===== src/design/addressed_serial_seven_segment_scanner_unit_defines.svh =====
// assertion macros used by the scanner unit design file
`ifndef ADDRESSED_SERIAL_SEVEN_SEGMENT_SCANNER_UNIT_DEFINES_SVH
`define ADDRESSED_SERIAL_SEVEN_SEGMENT_SCANNER_UNIT_DEFINES_SVH

// same-cycle implication, sampled on clk_i, off during reset
`define ASSSU_ASSERT_NOW(lbl, ante, cons) \
  lbl: assert property (@(posedge clk_i) disable iff (!rst_ni) (ante) |-> (cons)) \
    else $error("scanner assertion failed");

// next-cycle implication, sampled on clk_i, off during reset
`define ASSSU_ASSERT_NEXT(lbl, ante, cons) \
  lbl: assert property (@(posedge clk_i) disable iff (!rst_ni) (ante) |=> (cons)) \
    else $error("scanner assertion failed");

`endif


===== src/design/asss_pkg.sv =====
// types and constants of the serial seven-segment scanner
package asss_pkg;

  // input command codes
  typedef enum logic [1:0] {
    CMD_SHIFT = 2'd0,
    CMD_LATCH = 2'd1,
    CMD_SCAN  = 2'd2
  } cmd_e;

  // configuration register indexes
  localparam int unsigned CFG_IDX_W = 1;
  typedef enum logic [CFG_IDX_W-1:0] {
    REG_OWN_ADDRESS   = 1'b0,
    REG_ROTATE_PERIOD = 1'b1
  } cfg_reg_e;

  // field widths
  localparam int unsigned ADDR_W  = 16;
  localparam int unsigned COUNT_W = 16;
  localparam int unsigned DIGIT_W = 3;
  localparam int unsigned SEG_W   = 8;

  // register reset values
  localparam logic [ADDR_W-1:0]  OWN_ADDRESS_RST   = 16'h0003;
  localparam logic [COUNT_W-1:0] ROTATE_PERIOD_RST = 16'd16384;

  typedef logic [SEG_W-1:0] seg_t;

endpackage


===== src/design/asss_if.sv =====
// valid/ready channel interfaces for scanner input and result transactions
interface asss_in_if;
  logic       valid;
  logic       ready;
  logic [1:0] command;
  logic       data_level;

  modport source (output valid, output command, output data_level, input ready);
  modport sink   (input valid, input command, input data_level, output ready);
endinterface

interface asss_out_if;
  logic       valid;
  logic       ready;
  logic [2:0] digit_index;
  logic [7:0] segments;

  modport source (output valid, output digit_index, output segments, input ready);
  modport sink   (input valid, input digit_index, input segments, output ready);
endinterface


===== src/design/addressed_serial_seven_segment_scanner_unit.sv =====
// a scan tick transaction gives its result from the output register, in the cycle after acceptance
// throughput: one input transaction per cycle while out_o takes results, set by the single output register
// shift and latch transactions give no result and finish in the accept cycle
// input is stalled only while a result waits in the output register
// reset (async, active low) clears control, chain and address; display store loads its pattern
`include "addressed_serial_seven_segment_scanner_unit_defines.svh"

module addressed_serial_seven_segment_scanner_unit
  import asss_pkg::*;
#(
  parameter int unsigned STORE_BYTES = 48,
  parameter int unsigned DIGITS      = 6
) (
  input  logic                 clk_i,
  input  logic                 rst_ni,
  input  logic                 cfg_we_i,
  input  logic [CFG_IDX_W-1:0] cfg_idx_i,
  input  logic [ADDR_W-1:0]    cfg_data_i,
  asss_in_if.sink              in_i,
  asss_out_if.source           out_o
);

  localparam int unsigned CHAIN_W = STORE_BYTES * SEG_W;
  localparam int unsigned IDX_W   = $clog2(STORE_BYTES);
  localparam int unsigned AMT     = DIGITS % STORE_BYTES;
  localparam logic [IDX_W-1:0]   AMT_IDX    = IDX_W'(AMT);
  localparam logic [DIGIT_W-1:0] DIGIT_LAST = DIGIT_W'(DIGITS - 1);
  localparam logic [IDX_W:0]     BYTES_EXT  = (IDX_W+1)'(STORE_BYTES);

  logic [ADDR_W-1:0]  own_q;
  logic [COUNT_W-1:0] period_q;
  logic [ADDR_W-1:0]  addr_q, addr_d;
  logic [CHAIN_W-1:0] chain_q, chain_d;
  seg_t               store_q [STORE_BYTES];
  seg_t               store_d [STORE_BYTES];
  logic [DIGIT_W-1:0] digit_q, digit_d;
  logic [COUNT_W-1:0] count_q, count_d;
  logic               out_valid_q;
  logic [DIGIT_W-1:0] out_digit_q;
  seg_t               out_seg_q;

  logic               in_fire, out_fire;
  logic               is_shift, is_latch, is_scan;
  logic               do_latch, do_rotate;
  logic [COUNT_W-1:0] count_inc;
  logic [IDX_W:0]     digit_ext;
  logic [IDX_W-1:0]   mod_idx, rd_idx;
  seg_t               seg_d;

  // handshake: output register doubles as the skid stage
  assign in_i.ready  = !out_valid_q || out_o.ready;
  assign in_fire     = in_i.valid && in_i.ready;
  assign out_fire    = out_valid_q && out_o.ready;
  assign out_o.valid       = out_valid_q;
  assign out_o.digit_index = out_digit_q;
  assign out_o.segments    = out_seg_q;

  // command decode
  always_comb begin
    is_shift = 1'b0;
    is_latch = 1'b0;
    is_scan  = 1'b0;
    unique case (cmd_e'(in_i.command))
      CMD_SHIFT: is_shift = in_fire;
      CMD_LATCH: is_latch = in_fire;
      CMD_SCAN:  is_scan  = in_fire;
      default: ;
    endcase
  end

  // configuration registers
  always_ff @(posedge clk_i or negedge rst_ni) begin
    if (!rst_ni) begin
      own_q    <= OWN_ADDRESS_RST;
      period_q <= ROTATE_PERIOD_RST;
    end else if (cfg_we_i) begin
      unique case (cfg_reg_e'(cfg_idx_i))
        REG_OWN_ADDRESS:   own_q    <= cfg_data_i;
        REG_ROTATE_PERIOD: period_q <= cfg_data_i;
        default: ;
      endcase
    end
  end

  // serial shift through address and receive chain, top chain bit drops off
  always_comb begin
    addr_d  = addr_q;
    chain_d = chain_q;
    if (is_shift) begin
      addr_d  = {addr_q[ADDR_W-2:0], in_i.data_level};
      chain_d = {chain_q[CHAIN_W-2:0], addr_q[ADDR_W-1]};
    end
  end

  // scan counter and rotation decision, only ahead of digit zero
  assign count_inc = count_q + COUNT_W'(1);
  assign do_rotate = is_scan && (digit_q == '0) && (count_inc == period_q);
  assign do_latch  = is_latch && in_i.data_level && (addr_q == own_q);

  always_comb begin
    count_d = count_q;
    digit_d = digit_q;
    if (is_scan) begin
      if (digit_q == '0) begin
        count_d = do_rotate ? '0 : count_inc;
      end
      digit_d = (digit_q == DIGIT_LAST) ? '0 : digit_q + DIGIT_W'(1);
    end
  end

  // display store: parallel latch from the chain or rotate by one frame
  always_comb begin
    store_d = store_q;
    if (do_latch) begin
      for (int k = 0; k < STORE_BYTES; k++) begin
        store_d[k] = chain_q[k*SEG_W +: SEG_W];
      end
    end else if (do_rotate) begin
      for (int k = 0; k < STORE_BYTES; k++) begin
        store_d[k] = store_q[(k + AMT) % STORE_BYTES];
      end
    end
  end

  // segment read: digit wraps into the store, rotated digit zero reads one frame on
  assign digit_ext = (IDX_W+1)'(digit_q);
  assign mod_idx   = (digit_ext >= BYTES_EXT) ? IDX_W'(digit_ext - BYTES_EXT)
                                              : IDX_W'(digit_ext);
  assign rd_idx    = do_rotate ? AMT_IDX : mod_idx;
  assign seg_d     = store_q[rd_idx];

  // state registers
  always_ff @(posedge clk_i or negedge rst_ni) begin
    if (!rst_ni) begin
      addr_q  <= '0;
      chain_q <= '0;
      digit_q <= '0;
      count_q <= '0;
      for (int k = 0; k < STORE_BYTES; k++) begin
        store_q[k] <= 8'h01 << ((k / DIGITS) % 8);
      end
    end else begin
      addr_q  <= addr_d;
      chain_q <= chain_d;
      digit_q <= digit_d;
      count_q <= count_d;
      store_q <= store_d;
    end
  end

  // result register
  always_ff @(posedge clk_i or negedge rst_ni) begin
    if (!rst_ni) begin
      out_valid_q <= 1'b0;
    end else begin
      if (is_scan) begin
        out_valid_q <= 1'b1;
      end else if (out_fire) begin
        out_valid_q <= 1'b0;
      end
    end
  end

  always_ff @(posedge clk_i) begin
    if (is_scan) begin
      out_digit_q <= digit_q;
      out_seg_q   <= seg_d;
    end
  end

  // checks on scan sequencing and the serial shift
  `ASSSU_ASSERT_NOW(a_digit_range, 1'b1, digit_q <= DIGIT_LAST)
  `ASSSU_ASSERT_NEXT(a_scan_gives_result, is_scan,
                     out_valid_q && (out_digit_q == $past(digit_q)))
  `ASSSU_ASSERT_NEXT(a_shift_moves_addr, is_shift,
                     (addr_q[0] == $past(in_i.data_level)) &&
                     (addr_q[ADDR_W-1:1] == $past(addr_q[ADDR_W-2:0])))
  `ASSSU_ASSERT_NEXT(a_rotate_clears_count, do_rotate, count_q == '0)

endmodule

===== src/flat_wrapper.sv =====
// flat-port wrapper written by rule: the top's interface ports become plain ports
module addressed_serial_seven_segment_scanner_unit_flat import asss_pkg::*;
#(
  parameter int unsigned STORE_BYTES = 48,
  parameter int unsigned DIGITS      = 6
)
  (clk_i, rst_ni, cfg_we_i, cfg_idx_i, cfg_data_i, in_i_valid, in_i_command, in_i_data_level, in_i_ready, out_o_valid, out_o_digit_index, out_o_segments, out_o_ready);
  asss_in_if in_i_i ();
  asss_out_if out_o_i ();
  input  logic clk_i;
  input  logic rst_ni;
  input  logic cfg_we_i;
  input  logic [CFG_IDX_W-1:0] cfg_idx_i;
  input  logic [ADDR_W-1:0] cfg_data_i;
  input wire logic [$bits(in_i_i.valid)-1:0] in_i_valid;
  input wire logic [$bits(in_i_i.command)-1:0] in_i_command;
  input wire logic [$bits(in_i_i.data_level)-1:0] in_i_data_level;
  output wire logic [$bits(in_i_i.ready)-1:0] in_i_ready;
  output wire logic [$bits(out_o_i.valid)-1:0] out_o_valid;
  output wire logic [$bits(out_o_i.digit_index)-1:0] out_o_digit_index;
  output wire logic [$bits(out_o_i.segments)-1:0] out_o_segments;
  input wire logic [$bits(out_o_i.ready)-1:0] out_o_ready;
  assign in_i_i.valid = in_i_valid;
  assign in_i_i.command = in_i_command;
  assign in_i_i.data_level = in_i_data_level;
  assign in_i_ready = in_i_i.ready;
  assign out_o_valid = out_o_i.valid;
  assign out_o_digit_index = out_o_i.digit_index;
  assign out_o_segments = out_o_i.segments;
  assign out_o_i.ready = out_o_ready;
  addressed_serial_seven_segment_scanner_unit #(.STORE_BYTES(STORE_BYTES), .DIGITS(DIGITS)) u_core (.clk_i(clk_i), .rst_ni(rst_ni), .cfg_we_i(cfg_we_i), .cfg_idx_i(cfg_idx_i), .cfg_data_i(cfg_data_i), .in_i(in_i_i), .out_o(out_o_i));
endmodule

===== config.mk =====
export PLATFORM = sky130hd
export DESIGN_NAME = addressed_serial_seven_segment_scanner_unit_flat
export DESIGN_NICKNAME = d
export VERILOG_FILES = /design/src/design/asss_pkg.sv /design/src/design/asss_if.sv /design/src/design/addressed_serial_seven_segment_scanner_unit.sv /design/src/flat_wrapper.sv
export VERILOG_INCLUDE_DIRS = /design/src /design/src/design
export SDC_FILE = /design/constraint.sdc
export NUM_CORES = 1
export LEC_CHECK = 0
export BUFFER_PORTS_ARGS = -buffer_cell sky130_fd_sc_hd__buf_2
export CAP_MARGIN = 20
export CELL_PAD_IN_SITES_DETAIL_PLACEMENT = 1
export CELL_PAD_IN_SITES_GLOBAL_PLACEMENT = 1
export CORE_MARGIN = 2
export CORE_UTILIZATION = 35
export DETAILED_ROUTE_END_ITERATION = 7
export HOLD_SLACK_MARGIN = 0.02
export PLACE_DENSITY_LB_ADDON = 0.25
export SYNTH_ARGS = -nofsm -noshare
export SYNTH_HDL_FRONTEND = slang
export SYNTH_SLANG_ARGS = --single-unit

===== constraint.sdc =====
create_clock -name clk_i -period 3.45 [get_ports clk_i]
set_input_delay 0.1725 -clock clk_i [delete_from_list [all_inputs] [get_ports clk_i]]
set_output_delay 0.1725 -clock clk_i [all_outputs]
set_load 0.02 [all_outputs]

==> results.json, run 1 <==
{
  "p_leak_nw": 18.4,
  "critical_path_required_ns": 3.95,
  "antenna_found_initial": 3,
  "core_area_um2": 103000,
  "start_kind": "flop",
  "slew_violations": 0,
  "synthCells": 2867,
  "worst_pin_slew_ns": 0.895,
  "r2r_start": "u_core.count_q[5]",
  "ioPinCount": 38,
  "start_util_pct": 35.1,
  "wl_mm": 85.2,
  "fp.dieArea_um2": 106000,
  "crit_buf_inv": 2,
  "remaining_drc_errors": 0,
  "synth.top_cells.by_area": "dfrtp_1 54%, mux2_2 14%, mux2i_1 11%",
  "post_drt_wl_per_cell_um": 19.5,
  "ys_seq_area_share_pct": 58.8,
  "syn_avg_cell_area_um2": 12.7,
  "crit_path_cell_trace": "and4_2 -> nand2_1 -> a2111oi_2 -> and3b_1 -> o2111ai_1 -> nor4_2 -> buf_6 -> buf_12 -> mux2i_1 -> o21ai_0",
  "synth_edf_count": 11,
  "die_h_um": 326,
  "numPortBuffers": 37,
  "vdd_drop_max_mv": 0.394,
  "floorplan.rows": 118,
  "path_max_fanout": 36,
  "gp_congestion": 0.797,
  "place_inst": 4166,
  "cp.depth": 10,
  "gr-total-overflow": 0,
  "utilization_pct": 40.4,
  "r2r-end": "u_core.store_q[263]",
  "drv_cap": 0,
  "final_common_cell": "dfrtp_1",
  "grt_pass1_wl_mm": 138,
  "finalSetupViolations": 0,
  "yosys_warnings": 0,
  "numCtsBuffers": 94,
  "syn_to_final_growth_pct": 15.0,
  "dr.pass1.iters": 4,
  "fin_skew_ns": 0.0231,
  "grt_pass1_vias": 24200,
  "fin_total_pwr_mw": 21.4,
  "clock_sinks": 847,
  "final_net_count": 2940,
  "yosys.area.top_type": "dfrtp_1",
  "holdWs_ns": 0.122,
  "viasPerCell": 5.01,
  "maxSlewHeadroom_pct": 40.3,
  "hold_class": "in2async",
  "antenna_left": 0,
  "end_kind": "flop",
  "period_share_pct": 94.4,
  "rrSetupSlack_ns": 0.19,
  "synth_cell_type_count": 52,
  "crit_family": "simple AND/OR/NAND/NOR gates",
  "insertedDiodeCount": 0,
  "rr_worst_depth": 10,
  "num_vias": 21900,
  "cts_root_buf": "clkbuf_16",
  "critPathArrivalTime_ns": 3.76,
  "p_per_area_nw_per_um2": 514,
  "cp_slowest_cell": "dfrtp_2",
  "finalHoldViolCount": 0,
  "h-tree-depth": 3,
  "syn-num-nets": 2893,
  "layout-drive-gt1-share_pct": 26.7,
  "synth-seq-cells": 847,
  "synth-async-reset-ratio_pct": 98.7,
  "die_x_um": 326,
  "yosysTopAreaCellShare_pct": 54.2,
  "crit_type": "reg2reg",
  "timing.fmax_ghz": 0.307,
  "status": "finished clean",
  "path_clk_slew_ns": 0.06,
  "ys.flop_type": "dfrtp_1",
  "drt_first_iter_violations": 1132,
  "clock_latency_ns": 0.65,
  "period_needed_ns": 3.26,
  "track_usage_pct": 16.1,
  "fin_cells": 4375,
  "startpoint": "u_core.count_q[5]",
  "mappedNetlistArea_um2": 36300,
  "grt_max_degree": 138,
  "endpoint": "u_core.store_q[263]",
  "cts_max_path_buffers": 3,
  "tritoncts": "done",
  "dp_hpwl_mm": 55.8,
  "crit_path_max_incr_delay_ns": 0.45,
  "mostFrequentLayoutCells": "780 x dfrtp_1, 443 x mux2_2, 399 x nand2_1, 394 x mux2i_1, 339 x o21ai_1"
}
[worst register-to-register path, cell delays in order (launching register included)]
cell,delay [ns]
dfrtp_2,0.45
and4_2,0.33
nand2_1,0.15
a2111oi_2,0.39
and3b_1,0.22
o2111ai_1,0.16
nor4_2,0.42
buf_6,0.33
buf_12,0.31
mux2i_1,0.25
o21ai_0,0.10
[per-stage QoR]
step	cell area [um2]	worst slack, ns	TNS [ns]
floorplan	36300	0.671	0
global placement	38200	0.141	0
detailed placement	38200	0.0133	0
CTS	41500	0.00100	0
global route	41700	-0.0264	-0.0642
finish	41700	0.192	0
[layer usage]
| layer | vias to the layer above | share of wire (%) | GRT usage [%] |
|---|---|---|---|
| li1 | 10200 | - | - |
| met2 | 223 | 49 | 27.2 |
| met4 | 0 | 2.5 | 4.55 |
| met3 | 142 | 2.6 | 2.37 |
| met5 | - | 0 | 0 |
| met1 | 11300 | 46 | 21.5 |
[flip-flops by register name (all words and copies together), names as in the netlist]
signal,count
u_core.period_q,16
u_core.out_o.digit_index,3
u_core.own_q,16
u_core.digit_q,3
u_core.chain_q,384
u_core.addr_q,16
u_core.store_q,384
u_core.count_q,16
u_core.out_o.segments,8
u_core.out_o.valid,1
[report_power, final]
group / switching, mW / internal, mW / total, mW
Clock: 4.08 / 6.02 / 10.1
Combinational: 0.632 / 0.447 / 1.08
Sequential: 0.140 / 10.1 / 10.2
Total: 4.86 / 16.6 / 21.4
[worst min path at each step]
stage,startpoint,cells past startpoint,slack [ns],endpoint
detailed placement,rst_ni,1,0.26,u_core.count_q[5]
global placement,rst_ni,1,0.25,u_core.count_q[5]
global route,cfg_idx_i,4,0.10,u_core.own_q[14]
finish,rst_ni,2,0.12,u_core.count_q[5]
floorplan,rst_ni,0,-0.12,u_core.addr_q[0]
CTS,cfg_idx_i,4,0.08,u_core.own_q[14]
[Yosys cell counts, types with 10 or more instances]
library cell  number
nor2_1            12
dfrtp_1          785
mux2_2           443
edfxtp_1          11
dfstp_2           51
o21ai_1          339
nand3_1           11
mux2i_1          394
nand2_1          399
clkbuf_1         135
xnor2_1           24
xor2_1            10
buf_6             37
o21ai_0           72
[area by class of cell]
cell class,count,area [um2]
fill,10600,61500
sequential,847,21300
multi-input combinational,1822,13900
clock buffer,149,2840
tap,1380,1730
timing repair buffer,145,1580
clock inverter,28,284
inverter,4,15.0
[what timing repair did]
| item | in CTS | in global routing |
|---|---|---|
| resized for setup | 1 | 16 |
| pin swaps | 0 | 3 |
| gates cloned | 0 | 2 |
| setup buffers | 0 | 9 |
| hold buffers | 21 | 0 |
| setup endpoints to repair | 4 | 316 |
| hold endpoints to repair | 98 | 0 |
[logic make-up (layout without fill, tap and decap cells)]
kind of cell               Yosys count  in the layout  synth area share, %
xor gates and xnor gates            34             34                0.821
AOI/OAI and AO/OA                  452            452                 6.53
and+or+nand+nor                    490            490                 5.79
muxes                              845            845                 25.1
buffers and inverters              198            326                 2.94
adders and majority gates            1              1               0.0345
DFF                                847            847                 58.8
Note: power is estimated with default switching activity, not from simulation.
==> run 2, diff against run 1 <==
BUFFER_PORTS_ARGS = default   (was -buffer_cell sky130_fd_sc_hd__buf_2)
CORE_UTILIZATION = 40   (was 35)
DONT_BUFFER_PORTS = 1   (was default)
HOLD_SLACK_MARGIN = 0.15   (was 0.02)
==> results.json, run 2 (synthesis results as in run 1) <==
{
  "status": "finished clean",
  "p_switching_mw": 4.83,
  "start_kind": "flop",
  "placed_area_um2": 37600,
  "mostFrequentLayoutCells": "780 x dfrtp_1, 443 x mux2_2, 399 x nand2_1, 392 x mux2i_1, 339 x o21ai_1",
  "internal_power_mw": 16.0,
  "viasPerCell": 5.26,
  "crit_path_max_incr_delay_ns": 0.44,
  "end_kind": "flop",
  "ioPinCount": 38,
  "cp_slowest_cell": "dfrtp_2",
  "cp.depth": 12,
  "design_area_um2": 41400,
  "pwr-share-clk_pct": 45.5,
  "hold_class": "in2async",
  "crit_path_cell_trace": "ha_2 -> xnor2_2 -> o211ai_1 -> a2111oi_4 -> and3b_1 -> o2111ai_1 -> nor4_2 -> buf_6 -> buf_16 -> buf_12 -> mux2i_1 -> o21ai_0",
  "fin_skew_ns": 0.0277,
  "cts_root_buf": "clkbuf_16",
  "post_drt_wl_per_cell_um": 19.9,
  "gp_congestion": 0.792,
  "path_max_fanout": 13,
  "grt_pass1_wl_mm": 135,
  "utilization_pct": 46.1,
  "crit_buf_inv": 3,
  "critical_path_required_ns": 3.95,
  "fp.dieArea_um2": 93100,
  "crit_family": "compound AO/OA/AOI/OAI gates",
  "syn_to_final_growth_pct": 14.1,
  "pwr-share-comb_pct": 5.2,
  "numPortBuffers": 0,
  "path_clk_slew_ns": 0.06,
  "die_x_um": 305,
  "final_common_cell": "dfrtp_1",
  "dp_hpwl_mm": 50.9,
  "finalHoldViolCount": 0,
  "die_h_um": 305,
  "numCtsBuffers": 91,
  "wl_mm": 82.5,
  "drt_first_iter_violations": 1229,
  "remaining_drc_errors": 0,
  "p_per_area_nw_per_um2": 502,
  "dp_slack_ns": -0.0904,
  "rr_worst_depth": 12,
  "clock_sinks": 847,
  "track_usage_pct": 17.8,
  "num_vias": 21800,
  "start_util_pct": 40.4,
  "critPathArrivalTime_ns": 3.80,
  "crit_type": "reg2reg",
  "finalSetupViolations": 0,
  "fin_total_pwr_mw": 20.8,
  "grt_max_degree": 837,
  "dr.pass1.iters": 4,
  "switching_share_pct": 23.2,
  "clock_latency_ns": 0.66,
  "reg_top3": "u_core.chain_q: 384 flops, u_core.store_q: 384 flops",
  "period_share_pct": 95.8,
  "vdd_drop_max_mv": 0.380,
  "tritoncts": "done",
  "holdWs_ns": 0.168,
  "final_net_count": 2920,
  "core_area_um2": 89900,
  "grt_pass1_vias": 23800,
  "h-tree-depth": 3,
  "slew_violations": 0,
  "antenna_left": 0,
  "layout-drive-gt1-share_pct": 25.7,
  "timing.fmax_ghz": 0.303,
  "maxSlewHeadroom_pct": 26.4,
  "gr-total-overflow": 0,
  "worst_pin_slew_ns": 1.10,
  "p_leak_nw": 18.3,
  "antenna_found_initial": 1,
  "floorplan.rows": 110,
  "period_needed_ns": 3.30,
  "finalWorstSetupSlack_ns": 0.146,
  "drv_cap": 0,
  "seqPwrFrac_pct": 49.3,
  "cts_max_path_buffers": 3
}
[run 2: area by class of cell]
cell class              instances  area, um2
inverters                       4       15.0
well taps                    1176       1470
flip-flops and latches        847      21300
multi-input cells            1822      14000
repair buffers                128       1710
fillers                      9105      48500
clock buffers                 148       2670
clock inverters                22        220
diodes                          1       2.50
[run 2: metrics by stage]
step / cells / TNS (ns)
final: 4148 / 0
after global routing: 4148 / -0.0198
after detailed placement: 3922 / -4.43
after CTS: 4119 / 0
after floorplan: 2867 / 0
after global placement: 3922 / -0.0452
[run 2: worst paths after layout]
kind	slack (ns)	start	endpoint
hold / removal	0.17	rst_ni	u_core.count_q[0]
min in group clk_i	0.28	cfg_data_i[5]	u_core.own_q[5]
setup reg to reg	0.15	u_core.count_q[0]	u_core.store_q[319]
setup / recovery	0.15	u_core.count_q[0]	u_core.store_q[319]
max in group asynchronous	0.52	rst_ni	u_core.chain_q[122]
hold reg to reg	0.48	u_core.chain_q[107]	u_core.store_q[275]
[run 2: routing by layer]
layer	track usage (%)	vias up	share of wire, %
li1	-	10200	-
met4	4.05	0	1.7
met3	2.80	100	3.2
met5	0	-	0
met2	29.2	196	47
met1	24.8	11300	48
[run 2: what timing repair did]
| item | in CTS | in global routing |
|---|---|---|
| hold endpoints to repair | 919 | 469 |
| resized for setup | 3 | 30 |
| pin swaps | 0 | 1 |
| buffers inserted | 0 | 13 |
| setup endpoints to repair | 215 | 281 |
| hold buffers | 27 | 3 |
| cloned | 0 | 8 |
[run 2: power groups by stage]
stage | combinational (mW) | clock (mW) | sequential, mW
final | 1.08 | 9.45 | 10.2
after global routing | 1.18 | 10.2 | 10.3
after CTS | 0.851 | 9.76 | 10.2
after detailed placement | 0.807 | 0 | 10.4
after global placement | 0.778 | 0 | 10.4
after floorplan | 0.608 | 0 | 10.4
==> run 3, diff against run 2 <==
CORE_ASPECT_RATIO = 0.7   (was default)
clock period = 2.8 ns   (was 3.45 ns; I/O delays follow)
==> results.json, run 3 (synthesis results as in run 1) <==
{
  "grt_max_degree": 837,
  "rr_worst_depth": 14,
  "tns_ns": -82.17,
  "end_kind": "flop",
  "layout-drive-gt1-share_pct": 30.4,
  "path_clk_slew_ns": 0.06,
  "p_leak_nw": 19.2,
  "critical_path_required_ns": 3.34,
  "switching_share_pct": 22.3,
  "viasPerCell": 5.29,
  "fin_cells": 4300,
  "final_common_cell": "dfrtp_1",
  "clock_latency_ns": 0.68,
  "core_area_um2": 89900,
  "finalSetupViolations": 402,
  "reg_top3": "u_core.chain_q: 384 flops, u_core.store_q: 384 flops",
  "num_vias": 22800,
  "r2r-end": "u_core.store_q[361]",
  "finalHoldViolCount": 786,
  "rsz0062_at_grt": "true",
  "numPortBuffers": 0,
  "path_max_fanout": 8,
  "mostFrequentLayoutCells": "782 x dfrtp_1, 443 x mux2_2, 398 x nand2_1, 377 x o21ai_1, 361 x mux2i_1",
  "dp_hpwl_mm": 54.7,
  "antenna_found_initial": 5,
  "post_drt_wl_per_cell_um": 21.1,
  "p_switching_mw": 5.83,
  "gp_congestion": 0.792,
  "ioPinCount": 38,
  "final_net_count": 3031,
  "die_x_um": 364,
  "holdWs_ns": -0.792,
  "pwr-share-clk_pct": 46.8,
  "drt_first_iter_violations": 1478,
  "utilization_pct": 48.4,
  "crit_type": "reg2reg",
  "gr-total-overflow": 0,
  "period_share_pct": 112,
  "floorplan.rows": 92,
  "worst_pin_slew_ns": 3.48,
  "grt_pass1_wl_mm": 141,
  "start_kind": "flop",
  "maxSlewHeadroom_pct": -132,
  "seqPwrFrac_pct": 48.4,
  "cts_root_buf": "clkbuf_16",
  "pwr-share-comb_pct": 4.8,
  "startpoint": "u_core.count_q[0]",
  "fp.dieArea_um2": 93100,
  "grt_pass1_vias": 24100,
  "track_usage_pct": 18.9,
  "critPathArrivalTime_ns": 3.67,
  "drv_cap": 0,
  "cts_max_path_buffers": 3,
  "clock_sinks": 847,
  "antenna_left": 0,
  "syn_to_final_growth_pct": 20.0,
  "tritoncts": "done",
  "slew_violations": 771,
  "p_per_area_nw_per_um2": 600,
  "place_inst": 4036,
  "period_needed_ns": 3.13,
  "finalWorstSetupSlack_ns": -0.328,
  "status": "finished with violations",
  "start_util_pct": 40.3,
  "numCtsBuffers": 84,
  "hold_buffers": 36,
  "internal_power_mw": 20.3,
  "violations": "negative hold slack, max-slew violations, negative setup slack",
  "vdd_drop_max_mv": 0.572,
  "r2r_start": "u_core.count_q[0]",
  "h-tree-depth": 3,
  "die_h_um": 256,
  "dr.pass1.iters": 4,
  "wl_mm": 90.7,
  "rrSetupSlack_ns": -0.33,
  "hold_class": "in2async",
  "fin_skew_ns": 0.0417,
  "timing.fmax_ghz": 0.320,
  "remaining_drc_errors": 0
}
run 3: cell types whose count changed in the layout (fill, tap and decap cells not counted), sizes merged:
cell	before	now
clkinv	15	17
buf	91	182
clkinvlp	1	4
inv	9	7
bufinv	1	10
clkbuf	156	152
dlygate4sd3	29	36
run 3: how the worst max path moves through the flow:
stage                                      to  slack (ns)  cells after the start
after CTS                 u_core.store_q[365]       -0.31                     13
after floorplan            u_core.store_q[54]        0.02                     11
after detailed placement  u_core.store_q[243]       -0.52                     13
final                     u_core.store_q[361]       -0.33                     14
after global routing      u_core.store_q[361]       -0.39                     14
after global placement    u_core.store_q[134]       -0.40                     12
run 3: area by class of cell:
| class | instances | area [um2] |
|---|---|---|
| multi-input cells | 1822 | 14300 |
| fillers | 9072 | 46400 |
| diodes | 1 | 2.50 |
| repair buffers | 246 | 3360 |
| well taps | 1222 | 1530 |
| flip-flops and latches | 847 | 21300 |
| inverters | 4 | 15.0 |
| clock buffers | 124 | 2530 |
| clock inverters | 34 | 462 |
run 3: power groups by stage:
stage | Clock [mW] | Combinational (mW) | Sequential, mW
finish | 12.2 | 1.26 | 12.6
global route | 13.0 | 1.35 | 12.6
CTS | 12.5 | 1.18 | 12.6
detailed placement | 0 | 1.05 | 12.8
global placement | 0 | 1.02 | 12.8
floorplan | 0 | 0.749 | 12.8
run 3: critical path: stages (launching register included):
cell,delay [ns]
dfrtp_1,0.41
buf_6,0.14
and3_4,0.23
buf_4,0.14
nand4_1,0.21
o21ai_2,0.23
nand4b_1,0.22
nor4_4,0.33
buf_6,0.17
buf_12,0.17
buf_12,0.12
clkbuf_16,0.17
clkbuf_16,0.16
mux2i_2,0.22
o21ai_1,0.08
run 3: what timing repair did:
item                       4_1_cts  5_1_grt
hold endpoints to repair       942      836
pin swaps                        8       29
gates resized for setup         34      167
cloned                           0       33
buffers inserted                12       25
setup endpoints to repair      405      408
run 3: routing by layer:
layer	routed length, um	global-route usage (%)	part of all wire, %	up-vias
met5	13	0	0.014	-
met2	40500	28.1	45	247
met3	2920	3.34	3.2	111
met1	45500	28.5	50	12000
met4	1810	4.64	2.0	2
li1	-	-	-	10400
run 3: metrics by stage:
stage	setup WS [ns]	total power [mW]	area, um2
after detailed placement	-0.516	13.9	38400
after global placement	-0.400	13.8	38400
after global routing	-0.391	27.0	43500
after CTS	-0.314	26.3	42000
final	-0.328	26.1	43500
after floorplan	0.0211	13.5	36300
